<file path="src/hw/rtl/tip_pkg.sv">
// tip_pkg: shared types, character codes and the digit decoder for the
// text to integer parser. No dependencies; used by every tip_* module.
package tip_pkg;

  localparam int VALUE_WIDTH_DEF = 64;
  localparam int COUNT_WIDTH_DEF = 16;
  localparam int RESULT_WIDTH    = 64;
  localparam int BASE_WIDTH      = 6;
  localparam int ADDR_WIDTH      = 3;
  localparam int DATA_WIDTH      = 32;

  // register index of number_base
  localparam logic REG_NUMBER_BASE = 1'b0;

  localparam logic [7:0] CH_SPACE = 8'h20;
  localparam logic [7:0] CH_TAB   = 8'h09;
  localparam logic [7:0] CH_PLUS  = 8'h2B;
  localparam logic [7:0] CH_MINUS = 8'h2D;
  localparam logic [7:0] CH_ZERO  = 8'h30;
  localparam logic [7:0] CH_NINE  = 8'h39;
  localparam logic [7:0] CH_X     = 8'h78;
  localparam logic [7:0] CH_LA    = 8'h61;
  localparam logic [7:0] CH_LZ    = 8'h7A;
  localparam logic [7:0] CH_UA    = 8'h41;
  localparam logic [7:0] CH_UZ    = 8'h5A;

  localparam logic [BASE_WIDTH-1:0] BASE_AUTO = 6'd0;
  localparam logic [BASE_WIDTH-1:0] BASE_OCT  = 6'd8;
  localparam logic [BASE_WIDTH-1:0] BASE_DEC  = 6'd10;
  localparam logic [BASE_WIDTH-1:0] BASE_HEX  = 6'd16;

  typedef enum logic [4:0] {
    PH_DONE   = 5'b00001,
    PH_SPACE  = 5'b00010,
    PH_PREFIX = 5'b00100,
    PH_ZERO   = 5'b01000,
    PH_DIGITS = 5'b10000
  } phase_t;

  typedef struct packed {
    phase_t                phase;
    logic                  negative;
    logic [BASE_WIDTH-1:0] base;
  } ctrl_t;

  typedef struct packed {
    logic                  alnum;
    logic [BASE_WIDTH-1:0] value;
  } digit_t;

  function automatic digit_t digit_of(input logic [7:0] c);
    digit_t d;
    d.alnum = 1'b1;
    d.value = '0;
    if (c >= CH_ZERO && c <= CH_NINE) begin
      d.value = BASE_WIDTH'(c - CH_ZERO);
    end else if (c >= CH_LA && c <= CH_LZ) begin
      d.value = BASE_WIDTH'(c - CH_LA) + BASE_DEC;
    end else if (c >= CH_UA && c <= CH_UZ) begin
      d.value = BASE_WIDTH'(c - CH_UA) + BASE_DEC;
    end else begin
      d.alnum = 1'b0;
    end
    return d;
  endfunction

endpackage

</file>
<file path="src/hw/rtl/tip_cfg_regs.sv">
// tip_cfg_regs: APB register file holding number_base.
// Depends on tip_pkg.
module tip_cfg_regs (
  input  logic                           clk,
  input  logic                           rst,
  input  logic                           psel,
  input  logic                           penable,
  input  logic                           pwrite,
  input  logic [tip_pkg::ADDR_WIDTH-1:0] paddr,
  input  logic [tip_pkg::DATA_WIDTH-1:0] pwdata,
  output logic [tip_pkg::DATA_WIDTH-1:0] prdata,
  output logic                           pready,
  output logic [tip_pkg::BASE_WIDTH-1:0] number_base
);

  logic sel_base;

  assign pready   = 1'b1;
  assign sel_base = (paddr[2] == tip_pkg::REG_NUMBER_BASE);

  always_ff @(posedge clk) begin
    if (rst) begin
      number_base <= tip_pkg::BASE_AUTO;
    end else if (psel && penable && pwrite && sel_base) begin
      number_base <= pwdata[tip_pkg::BASE_WIDTH-1:0];
    end
  end

  always_comb begin
    prdata = '0;
    if (sel_base) begin
      prdata = tip_pkg::DATA_WIDTH'(number_base);
    end
  end

endmodule

</file>
<file path="src/hw/rtl/tip_step_logic.sv">
// tip_step_logic: next-state and result logic for one byte of the parse.
// Depends on tip_pkg.
module tip_step_logic #(
  parameter int VALUE_WIDTH = tip_pkg::VALUE_WIDTH_DEF,
  parameter int COUNT_WIDTH = tip_pkg::COUNT_WIDTH_DEF
) (
  input  logic [7:0]                       char_in,
  input  logic                             first_char,
  input  logic [tip_pkg::BASE_WIDTH-1:0]   number_base,
  input  tip_pkg::ctrl_t                   ctrl,
  input  logic [VALUE_WIDTH-1:0]           acc,
  input  logic [COUNT_WIDTH-1:0]           cnt,
  output tip_pkg::ctrl_t                   ctrl_next,
  output logic [VALUE_WIDTH-1:0]           acc_next,
  output logic [COUNT_WIDTH-1:0]           cnt_next,
  output logic                             emit,
  output logic [tip_pkg::RESULT_WIDTH-1:0] parsed_value,
  output logic [COUNT_WIDTH-1:0]           chars_consumed
);

  localparam logic [COUNT_WIDTH-1:0] COUNT_MAX = '1;

  tip_pkg::ctrl_t                 eff;
  tip_pkg::digit_t                dg;
  logic [VALUE_WIDTH-1:0]         acc_e;
  logic [COUNT_WIDTH-1:0]         cnt_e;
  logic [COUNT_WIDTH-1:0]         cnt_p1;
  logic [COUNT_WIDTH-1:0]         cnt_p2;
  logic [tip_pkg::BASE_WIDTH-1:0] prefix_base;
  logic [tip_pkg::BASE_WIDTH-1:0] zero_base;
  logic [tip_pkg::BASE_WIDTH-1:0] dig_base;
  logic [VALUE_WIDTH+5:0]         prod;
  logic [VALUE_WIDTH-1:0]         mac;
  logic signed [VALUE_WIDTH-1:0]  signed_val;
  logic                           accept;
  logic                           take;
  logic                           from_zero;

  // restart on a first byte
  always_comb begin
    if (first_char) begin
      eff.phase    = tip_pkg::PH_SPACE;
      eff.negative = 1'b0;
      eff.base     = number_base;
      acc_e        = '0;
      cnt_e        = '0;
    end else begin
      eff   = ctrl;
      acc_e = acc;
      cnt_e = cnt;
    end
  end

  assign cnt_p1 = (cnt_e == COUNT_MAX) ? cnt_e : cnt_e + 1'b1;
  assign cnt_p2 = (cnt_p1 == COUNT_MAX) ? cnt_p1 : cnt_p1 + 1'b1;

  assign prefix_base = (eff.base == tip_pkg::BASE_AUTO) ? tip_pkg::BASE_DEC : eff.base;
  assign zero_base   = (eff.base == tip_pkg::BASE_AUTO) ? tip_pkg::BASE_OCT : eff.base;

  // radix used when this byte is taken as a digit
  always_comb begin
    case (eff.phase)
      tip_pkg::PH_SPACE:  dig_base = prefix_base;
      tip_pkg::PH_PREFIX: dig_base = prefix_base;
      tip_pkg::PH_ZERO:   dig_base = zero_base;
      default:            dig_base = eff.base;
    endcase
  end

  assign dg     = tip_pkg::digit_of(char_in);
  assign accept = dg.alnum && (dg.value < dig_base);
  assign prod   = (VALUE_WIDTH + 6)'(acc_e) * (VALUE_WIDTH + 6)'(dig_base);
  assign mac    = prod[VALUE_WIDTH-1:0] + VALUE_WIDTH'(dg.value);

  assign signed_val   = eff.negative ? -acc_e : acc_e;
  assign parsed_value = tip_pkg::RESULT_WIDTH'(signed_val);

  always_comb begin
    ctrl_next      = eff;
    acc_next       = acc_e;
    cnt_next       = cnt_e;
    emit           = 1'b0;
    take           = 1'b0;
    from_zero      = 1'b0;
    chars_consumed = cnt_e;

    case (eff.phase)
      tip_pkg::PH_SPACE: begin
        if (char_in == tip_pkg::CH_SPACE || char_in == tip_pkg::CH_TAB) begin
          cnt_next = cnt_p1;
        end else if (char_in == tip_pkg::CH_PLUS || char_in == tip_pkg::CH_MINUS) begin
          ctrl_next.negative = (char_in == tip_pkg::CH_MINUS);
          ctrl_next.phase    = tip_pkg::PH_PREFIX;
          cnt_next           = cnt_p1;
        end else if ((eff.base == tip_pkg::BASE_AUTO || eff.base == tip_pkg::BASE_HEX) &&
                     char_in == tip_pkg::CH_ZERO) begin
          ctrl_next.phase = tip_pkg::PH_ZERO;
        end else begin
          take = 1'b1;
        end
      end
      tip_pkg::PH_PREFIX: begin
        if ((eff.base == tip_pkg::BASE_AUTO || eff.base == tip_pkg::BASE_HEX) &&
            char_in == tip_pkg::CH_ZERO) begin
          ctrl_next.phase = tip_pkg::PH_ZERO;
        end else begin
          take = 1'b1;
        end
      end
      tip_pkg::PH_ZERO: begin
        if (char_in == tip_pkg::CH_X) begin
          ctrl_next.base  = tip_pkg::BASE_HEX;
          ctrl_next.phase = tip_pkg::PH_DIGITS;
          cnt_next        = cnt_p2;
        end else begin
          take      = 1'b1;
          from_zero = 1'b1;
        end
      end
      tip_pkg::PH_DIGITS: begin
        take = 1'b1;
      end
      default: begin
      end
    endcase

    if (take) begin
      ctrl_next.base  = dig_base;
      ctrl_next.phase = tip_pkg::PH_DIGITS;
      chars_consumed  = from_zero ? cnt_p1 : cnt_e;
      if (accept) begin
        acc_next = mac;
        cnt_next = from_zero ? cnt_p2 : cnt_p1;
      end else begin
        emit            = 1'b1;
        ctrl_next.phase = tip_pkg::PH_DONE;
        cnt_next        = chars_consumed;
      end
    end
  end

endmodule

</file>
<file path="src/hw/rtl/text_to_integer_parser_core.sv">
// text_to_integer_parser_core: top level of the streaming text to integer parser.
// Depends on tip_pkg, tip_cfg_regs and tip_step_logic.
//
// Usage: bytes of text enter on the s_* stream, one byte per request, with
// s_tuser high on the first byte of each string. Leading blanks, one sign and
// an optional 0x or leading 0 prefix are taken, then digits below the radix.
// The first byte that is not taken produces one result request on m_*:
// the signed value (wrapping) and the count of bytes consumed (saturating).
// Further bytes are dropped until the next first byte. number_base is set
// through the APB port at address 0 and is sampled on each first byte.
// A byte enters an input register and is processed once m_tvalid is low or
// m_tready is high; its result is loaded into the output register at the end of
// that cycle, so m_tvalid rises once its stopping byte has passed both registers.
// Throughput: one byte per cycle unless m_tready holds a result, limited by the
// single 64 by 6 bit multiply-add that updates the accumulator from itself.
// Reset clears the parse (all bytes ignored until a first byte), the stored
// byte and any pending result; number_base returns to 0 (automatic).
// When m_tready is low with a result waiting, the byte in the input register
// waits and s_tready falls once that register is full.
module text_to_integer_parser_core #(
  parameter int VALUE_WIDTH = tip_pkg::VALUE_WIDTH_DEF,
  parameter int COUNT_WIDTH = tip_pkg::COUNT_WIDTH_DEF,
  localparam int OUT_BITS   = ((tip_pkg::RESULT_WIDTH + COUNT_WIDTH + 7) / 8) * 8
) (
  input  logic                           clk,
  input  logic                           rst,
  input  logic                           s_tvalid,
  output logic                           s_tready,
  input  logic [7:0]                     s_tdata,   // char_in
  input  logic                           s_tuser,   // first_char
  output logic                           m_tvalid,
  input  logic                           m_tready,
  output logic [OUT_BITS-1:0]            m_tdata,   // parsed_value, chars_consumed
  input  logic                           psel,
  input  logic                           penable,
  input  logic                           pwrite,
  input  logic [tip_pkg::ADDR_WIDTH-1:0] paddr,
  input  logic [tip_pkg::DATA_WIDTH-1:0] pwdata,
  output logic [tip_pkg::DATA_WIDTH-1:0] prdata,
  output logic                           pready
);

  logic [tip_pkg::BASE_WIDTH-1:0]   number_base;
  logic                             in_valid;
  logic [7:0]                       in_char;
  logic                             in_first;
  logic                             fire;
  tip_pkg::ctrl_t                   ctrl;
  tip_pkg::ctrl_t                   ctrl_next;
  logic [VALUE_WIDTH-1:0]           acc;
  logic [VALUE_WIDTH-1:0]           acc_next;
  logic [COUNT_WIDTH-1:0]           cnt;
  logic [COUNT_WIDTH-1:0]           cnt_next;
  logic                             emit;
  logic [tip_pkg::RESULT_WIDTH-1:0] res_value;
  logic [COUNT_WIDTH-1:0]           res_count;
  logic [tip_pkg::RESULT_WIDTH-1:0] out_value;
  logic [COUNT_WIDTH-1:0]           out_count;

  tip_cfg_regs u_cfg (
    .clk         (clk),
    .rst         (rst),
    .psel        (psel),
    .penable     (penable),
    .pwrite      (pwrite),
    .paddr       (paddr),
    .pwdata      (pwdata),
    .prdata      (prdata),
    .pready      (pready),
    .number_base (number_base)
  );

  tip_step_logic #(
    .VALUE_WIDTH (VALUE_WIDTH),
    .COUNT_WIDTH (COUNT_WIDTH)
  ) u_step (
    .char_in        (in_char),
    .first_char     (in_first),
    .number_base    (number_base),
    .ctrl           (ctrl),
    .acc            (acc),
    .cnt            (cnt),
    .ctrl_next      (ctrl_next),
    .acc_next       (acc_next),
    .cnt_next       (cnt_next),
    .emit           (emit),
    .parsed_value   (res_value),
    .chars_consumed (res_count)
  );

  assign fire     = in_valid && (!m_tvalid || m_tready);
  assign s_tready = !in_valid || fire;
  assign m_tdata  = OUT_BITS'({out_count, out_value});

  // input register
  always_ff @(posedge clk) begin
    if (rst) begin
      in_valid <= 1'b0;
    end else if (s_tready) begin
      in_valid <= s_tvalid;
    end
  end

  always_ff @(posedge clk) begin
    if (s_tready && s_tvalid) begin
      in_char  <= s_tdata;
      in_first <= s_tuser;
    end
  end

  // parse state
  always_ff @(posedge clk) begin
    if (rst) begin
      ctrl.phase    <= tip_pkg::PH_DONE;
      ctrl.negative <= 1'b0;
      ctrl.base     <= tip_pkg::BASE_AUTO;
      acc           <= '0;
      cnt           <= '0;
    end else if (fire) begin
      ctrl <= ctrl_next;
      acc  <= acc_next;
      cnt  <= cnt_next;
    end
  end

  // result register
  always_ff @(posedge clk) begin
    if (rst) begin
      m_tvalid <= 1'b0;
    end else if (fire && emit) begin
      m_tvalid <= 1'b1;
    end else if (m_tready) begin
      m_tvalid <= 1'b0;
    end
  end

  always_ff @(posedge clk) begin
    if (fire && emit) begin
      out_value <= res_value;
      out_count <= res_count;
    end
  end

`ifndef SYNTHESIS
  a_reset_clears_result: assert property (@(posedge clk) rst |=> !m_tvalid)
    else $error("result pending after reset");

  a_emit_loads_result: assert property (@(posedge clk) disable iff (rst)
    fire && emit |=> m_tvalid)
    else $error("emitted result not presented");

  a_result_from_fire: assert property (@(posedge clk) disable iff (rst)
    $rose(m_tvalid) |-> $past(fire) && $past(emit))
    else $error("result appeared without an emitting byte");

  a_input_holds: assert property (@(posedge clk) disable iff (rst)
    in_valid && !fire |=> in_valid && $stable(in_char) && $stable(in_first))
    else $error("stalled input byte lost");

  a_state_holds: assert property (@(posedge clk) disable iff (rst)
    !$past(rst) && !$past(fire) |-> $stable(ctrl) && $stable(acc) && $stable(cnt))
    else $error("parse state changed without a byte");
`endif

endmodule
</file>
<file path="config.mk">
export PLATFORM = sky130hd
export DESIGN_NAME = text_to_integer_parser_core
export DESIGN_NICKNAME = d
export VERILOG_FILES = /design/src/hw/rtl/tip_pkg.sv /design/src/hw/rtl/tip_cfg_regs.sv /design/src/hw/rtl/tip_step_logic.sv /design/src/hw/rtl/text_to_integer_parser_core.sv
export SDC_FILE = /design/constraint.sdc
export NUM_CORES = 2
export LEC_CHECK = 0
export BUFFER_PORTS_ARGS = -buffer_cell sky130_fd_sc_hd__buf_4
export CAP_MARGIN = 20
export CORE_MARGIN = 4
export CORE_UTILIZATION = 58
export CTS_BUF_LIST = sky130_fd_sc_hd__clkbuf_8
export DETAILED_ROUTE_END_ITERATION = 10
export PLACE_DENSITY_LB_ADDON = 0.05
export SYNTH_ARGS = -nofsm -noshare
export SYNTH_HDL_FRONTEND = slang
export SYNTH_SLANG_ARGS = --single-unit
export TNS_END_PERCENT = 1
</file>
<file path="constraint.sdc">
create_clock -name clk -period 7.4 [get_ports clk]
set_input_delay 0.74 -clock clk [delete_from_list [all_inputs] [get_ports clk]]
set_output_delay 0.74 -clock clk [all_outputs]
set_load 0.02 [all_outputs]
</file>
==> impl_metrics.env <==
export IMPL_outcome="completed"
export IMPL_ant_nets=0
export IMPL_cts_root_buf="clkbuf_8"
export IMPL_finalCriticalPeriod_ns=7.04
export IMPL_synth_edff_count=89
export IMPL_portBuffers=110
export IMPL_min_path_type="input port to flop"
export IMPL_layout_cells_most_common="and2_1"
export IMPL_dr_pass1_iters=6
export IMPL_max_freq_ghz=0.142
export IMPL_cp_max_fo=26
export IMPL_ys_seq_area_share_pct=20.6
export IMPL_rows=72
export IMPL_synth_area_sq_mm=0.0227
export IMPL_yosys_cell_types_count=87
export IMPL_powerDensity_mw_per_mm2=91.2
export IMPL_synth_warnings=0
export IMPL_drv_cap=0
export IMPL_start_util_pct=58.8
export IMPL_path_clk_slew_ns=0.11
export IMPL_cts_sinks=189
export IMPL_critPathKind="flop to flop"
export IMPL_antenna_found_initial=0
export IMPL_slew_limit_headroom_pct=27.5
export IMPL_switching_share_pct=32.4
export IMPL_clock_power_share_pct=32.2
export IMPL_hpwlAfterDp_mm=47.2
export IMPL_critical_path_required_ns=7.82
export IMPL_fin_worst_skew_ns=0.0187
export IMPL_cp_end_kind="flop"
export IMPL_start_kind="flop"
export IMPL_static_leakage_power_uw=0.0114
export IMPL_ys_flop_type="dfxtp_1"
export IMPL_insertion_delay_ns=0.58
export IMPL_fp_dieH_um=206
export IMPL_wl_mm=64.7
export IMPL_track_usage_pct=31.2
export IMPL_wl_per_cell_um=21.0
export IMPL_syn_area_per_cell_sq_um=8.95
export IMPL_drive_above_1_share_pct=10.1
export IMPL_h_tree_depth=4
export IMPL_hold_slack_ns=0.335
export IMPL_setup_violations=0
export IMPL_arrival_ns=7.46
export IMPL_hold_violations=0
export IMPL_seq_power_share_pct=51.9
export IMPL_synth_seq_cells=189
export IMPL_fin_tns_setup_ns=0
export IMPL_avgViaCountPerCell=6.11
export IMPL_period_share_pct=95.2
export IMPL_place_area_sq_mm=0.0239
export IMPL_combPwrFrac_pct=15.8
export IMPL_num_antenna_cells=0
export IMPL_cts_buffers=17
export IMPL_worstMarginPinSlew_ns=1.09
export IMPL_cts_buffer_depth=2
export IMPL_io_pins=166
export IMPL_vias=18800
export IMPL_cts_tree="done"
export IMPL_async_reset_ff_share_pct=0
export IMPL_area_delta_synth_final_pct=7.40
export IMPL_drtIter0Drc=1354
export IMPL_die_width_um=206
export IMPL_drv_slew=0
export IMPL_grt_pass1_wl_mm=104
export IMPL_final_cell_mix="and2_1 (338), fa_1 (240), nor2_1 (214)"
export IMPL_die_area_sq_mm=0.0424
export IMPL_p_sw_uw=720
export IMPL_p_int_uw=1500
export IMPL_core_area_sq_mm=0.0386
export IMPL_gp_congestion=0.946
export IMPL_globalRouteOverflowTotal=0
export IMPL_fin_nets=2978
export IMPL_synthCells=2539
export IMPL_grt_max_degree=81
export IMPL_grt_pass1_vias=18700
export IMPL_post_route_drc_count=0
export IMPL_postLayoutCellArea_sq_mm=0.0244
export IMPL_peakVddDrop_mv=0.135
-- power groups by stage --
stage	logic (uW)	registers [uW]	clock network [uW]
after floorplan	193	1200	0
after global placement	340	1180	0
after detailed placement	344	1180	0
after CTS	346	1160	740
after global routing	378	1160	776
final	352	1160	717
-- per-layer routing --
metal / GRT usage, % / share of wire, % / vias up
met3: 5.48 / 7.0 / 108
met4: 10.3 / 2.6 / 0
met2: 48.0 / 45 / 709
met5: 0 / 0 / -
li1: - / - / 8670
met1: 44.9 / 45 / 9303
-- sequential cells by signal, summed over array words and instances (netlist names) --
| register | count |
|---|---|
| m_tvalid | 1 |
| in_char | 8 |
| out_value | 64 |
| ctrl | 12 |
| u_cfg.number_base | 6 |
| in_first | 1 |
| cnt | 16 |
| acc | 64 |
| in_valid | 1 |
| out_count | 16 |
-- kinds of logic (layout without fill, tap and decap cells) --
family | count (synthesis) | in the layout | share of synthesized area (%)
AND/OR/NAND/NOR | 953 | 953 | 22.2
AO/OA/AOI/OAI | 531 | 531 | 15.6
adder cells (fa/ha/maj) | 384 | 384 | 29.1
buffers and inverters | 308 | 300 | 5.67
flip-flops | 189 | 189 | 20.6
XOR/XNOR | 156 | 156 | 6.07
multiplexers | 16 | 16 | 0.710
other | 2 | 27 | 0.0331
-- area by class of cell --
cell class | instances | area (sq um)
Inverter | 91 | 343
Timing Repair Buffer | 177 | 1350
Clock inverter | 13 | 125
Tap cell | 518 | 648
Sequential cell | 189 | 4680
Fill cell | 3325 | 14200
Clock buffer | 19 | 262
Multi-Input combinational cell | 2067 | 17000
-- Yosys cell counts, types with 6 or more instances --
cell type    n  area (sq um)
and2_1     338          2110
nand3_1     41           205
a211oi_1    16           120
nand4_1     20           125
nor3_1      44           220
or4_1        8          60.1
xnor2_1     60           526
inv_1       91           342
o21a_1      16           120
xor2_1      95           832
dfxtp_1    100          2000
clkbuf_1   172           646
o41ai_1      8          70.1
buf_4       29           218
buf_2        7          35.0
fa_1       240          4800
nor4_1      12          75.1
nand3b_1     7          52.6
a22oi_1     35           263
o21ai_0    102           510
edfxtp_1    89          2670
or3_1        8          50.1
nor2b_1     42           263
a221oi_1     8          70.1
nand2b_1    16           100
and3_1      10          62.6
a31oi_1     18           113
a311oi_1    10          87.6
a21oi_1    132           661
a2111oi_0    8          70.1
nor2_1     218           818
nand2_1    159           597
mux2i_1     15           150
a22o_1      24           210
ha_1       144          1800
o31ai_1     26           195
o22ai_1      6          37.5
a41oi_1      6          52.6
a21o_1      50           375
buf_1        7          26.3
o21bai_1    14           105
-- final timing paths --
check / startpoint / to / slack, ns / cells past startpoint
worst max-delay path: u_cfg.number_base[1] / acc[60] / 0.36 / 24
worst max register to register: u_cfg.number_base[1] / acc[60] / 0.36 / 24
worst min-delay path: s_tdata[0] / in_char[0] / 0.34 / 1
worst min register to register: cnt[15] / cnt[15] / 0.52 / 2
-- repair_timing --
action                                  CTS  global route
resized for setup                         0            17
hold buffers                              0             0
hold endpoints to repair                  0             0
endpoints found under the setup margin    0            20
setup buffers                             0             2
-- critical path: stages, from the launching register on --
cell	delay (ns)
dfxtp_1	0.32
or4_1	0.58
nor3_2	0.17
o21ai_0	0.14
o21a_1	0.25
nor2_4	0.14
buf_4	0.35
and2_1	0.21
fa_1	0.44
fa_1	0.47
fa_1	0.51
ha_1	0.33
ha_1	0.40
nand2_1	0.10
o21ai_0	0.35
a311oi_2	0.19
o221ai_1	0.27
a41oi_2	0.13
o41a_1	0.47
nor2_1	0.22
o31ai_1	0.11
buf_4	0.16
o31a_1	0.27
o2111ai_1	0.20
a211oi_1	0.09
-- through the flow --
stage / util (%) / setup WS [ns] / cells / power [uW]
final: 63.1 / 0.356 / 3074 / 2220
after global routing: 63.1 / -0.0194 / 3074 / 2310
after global placement: 61.9 / 0.222 / 3039 / 1520
after floorplan: - / 0.0959 / 2564 / 1400
after CTS: 62.9 / 0.116 / 3071 / 2240
after detailed placement: 61.9 / 0.162 / 3039 / 1520
(Power assumes the default switching activity.)
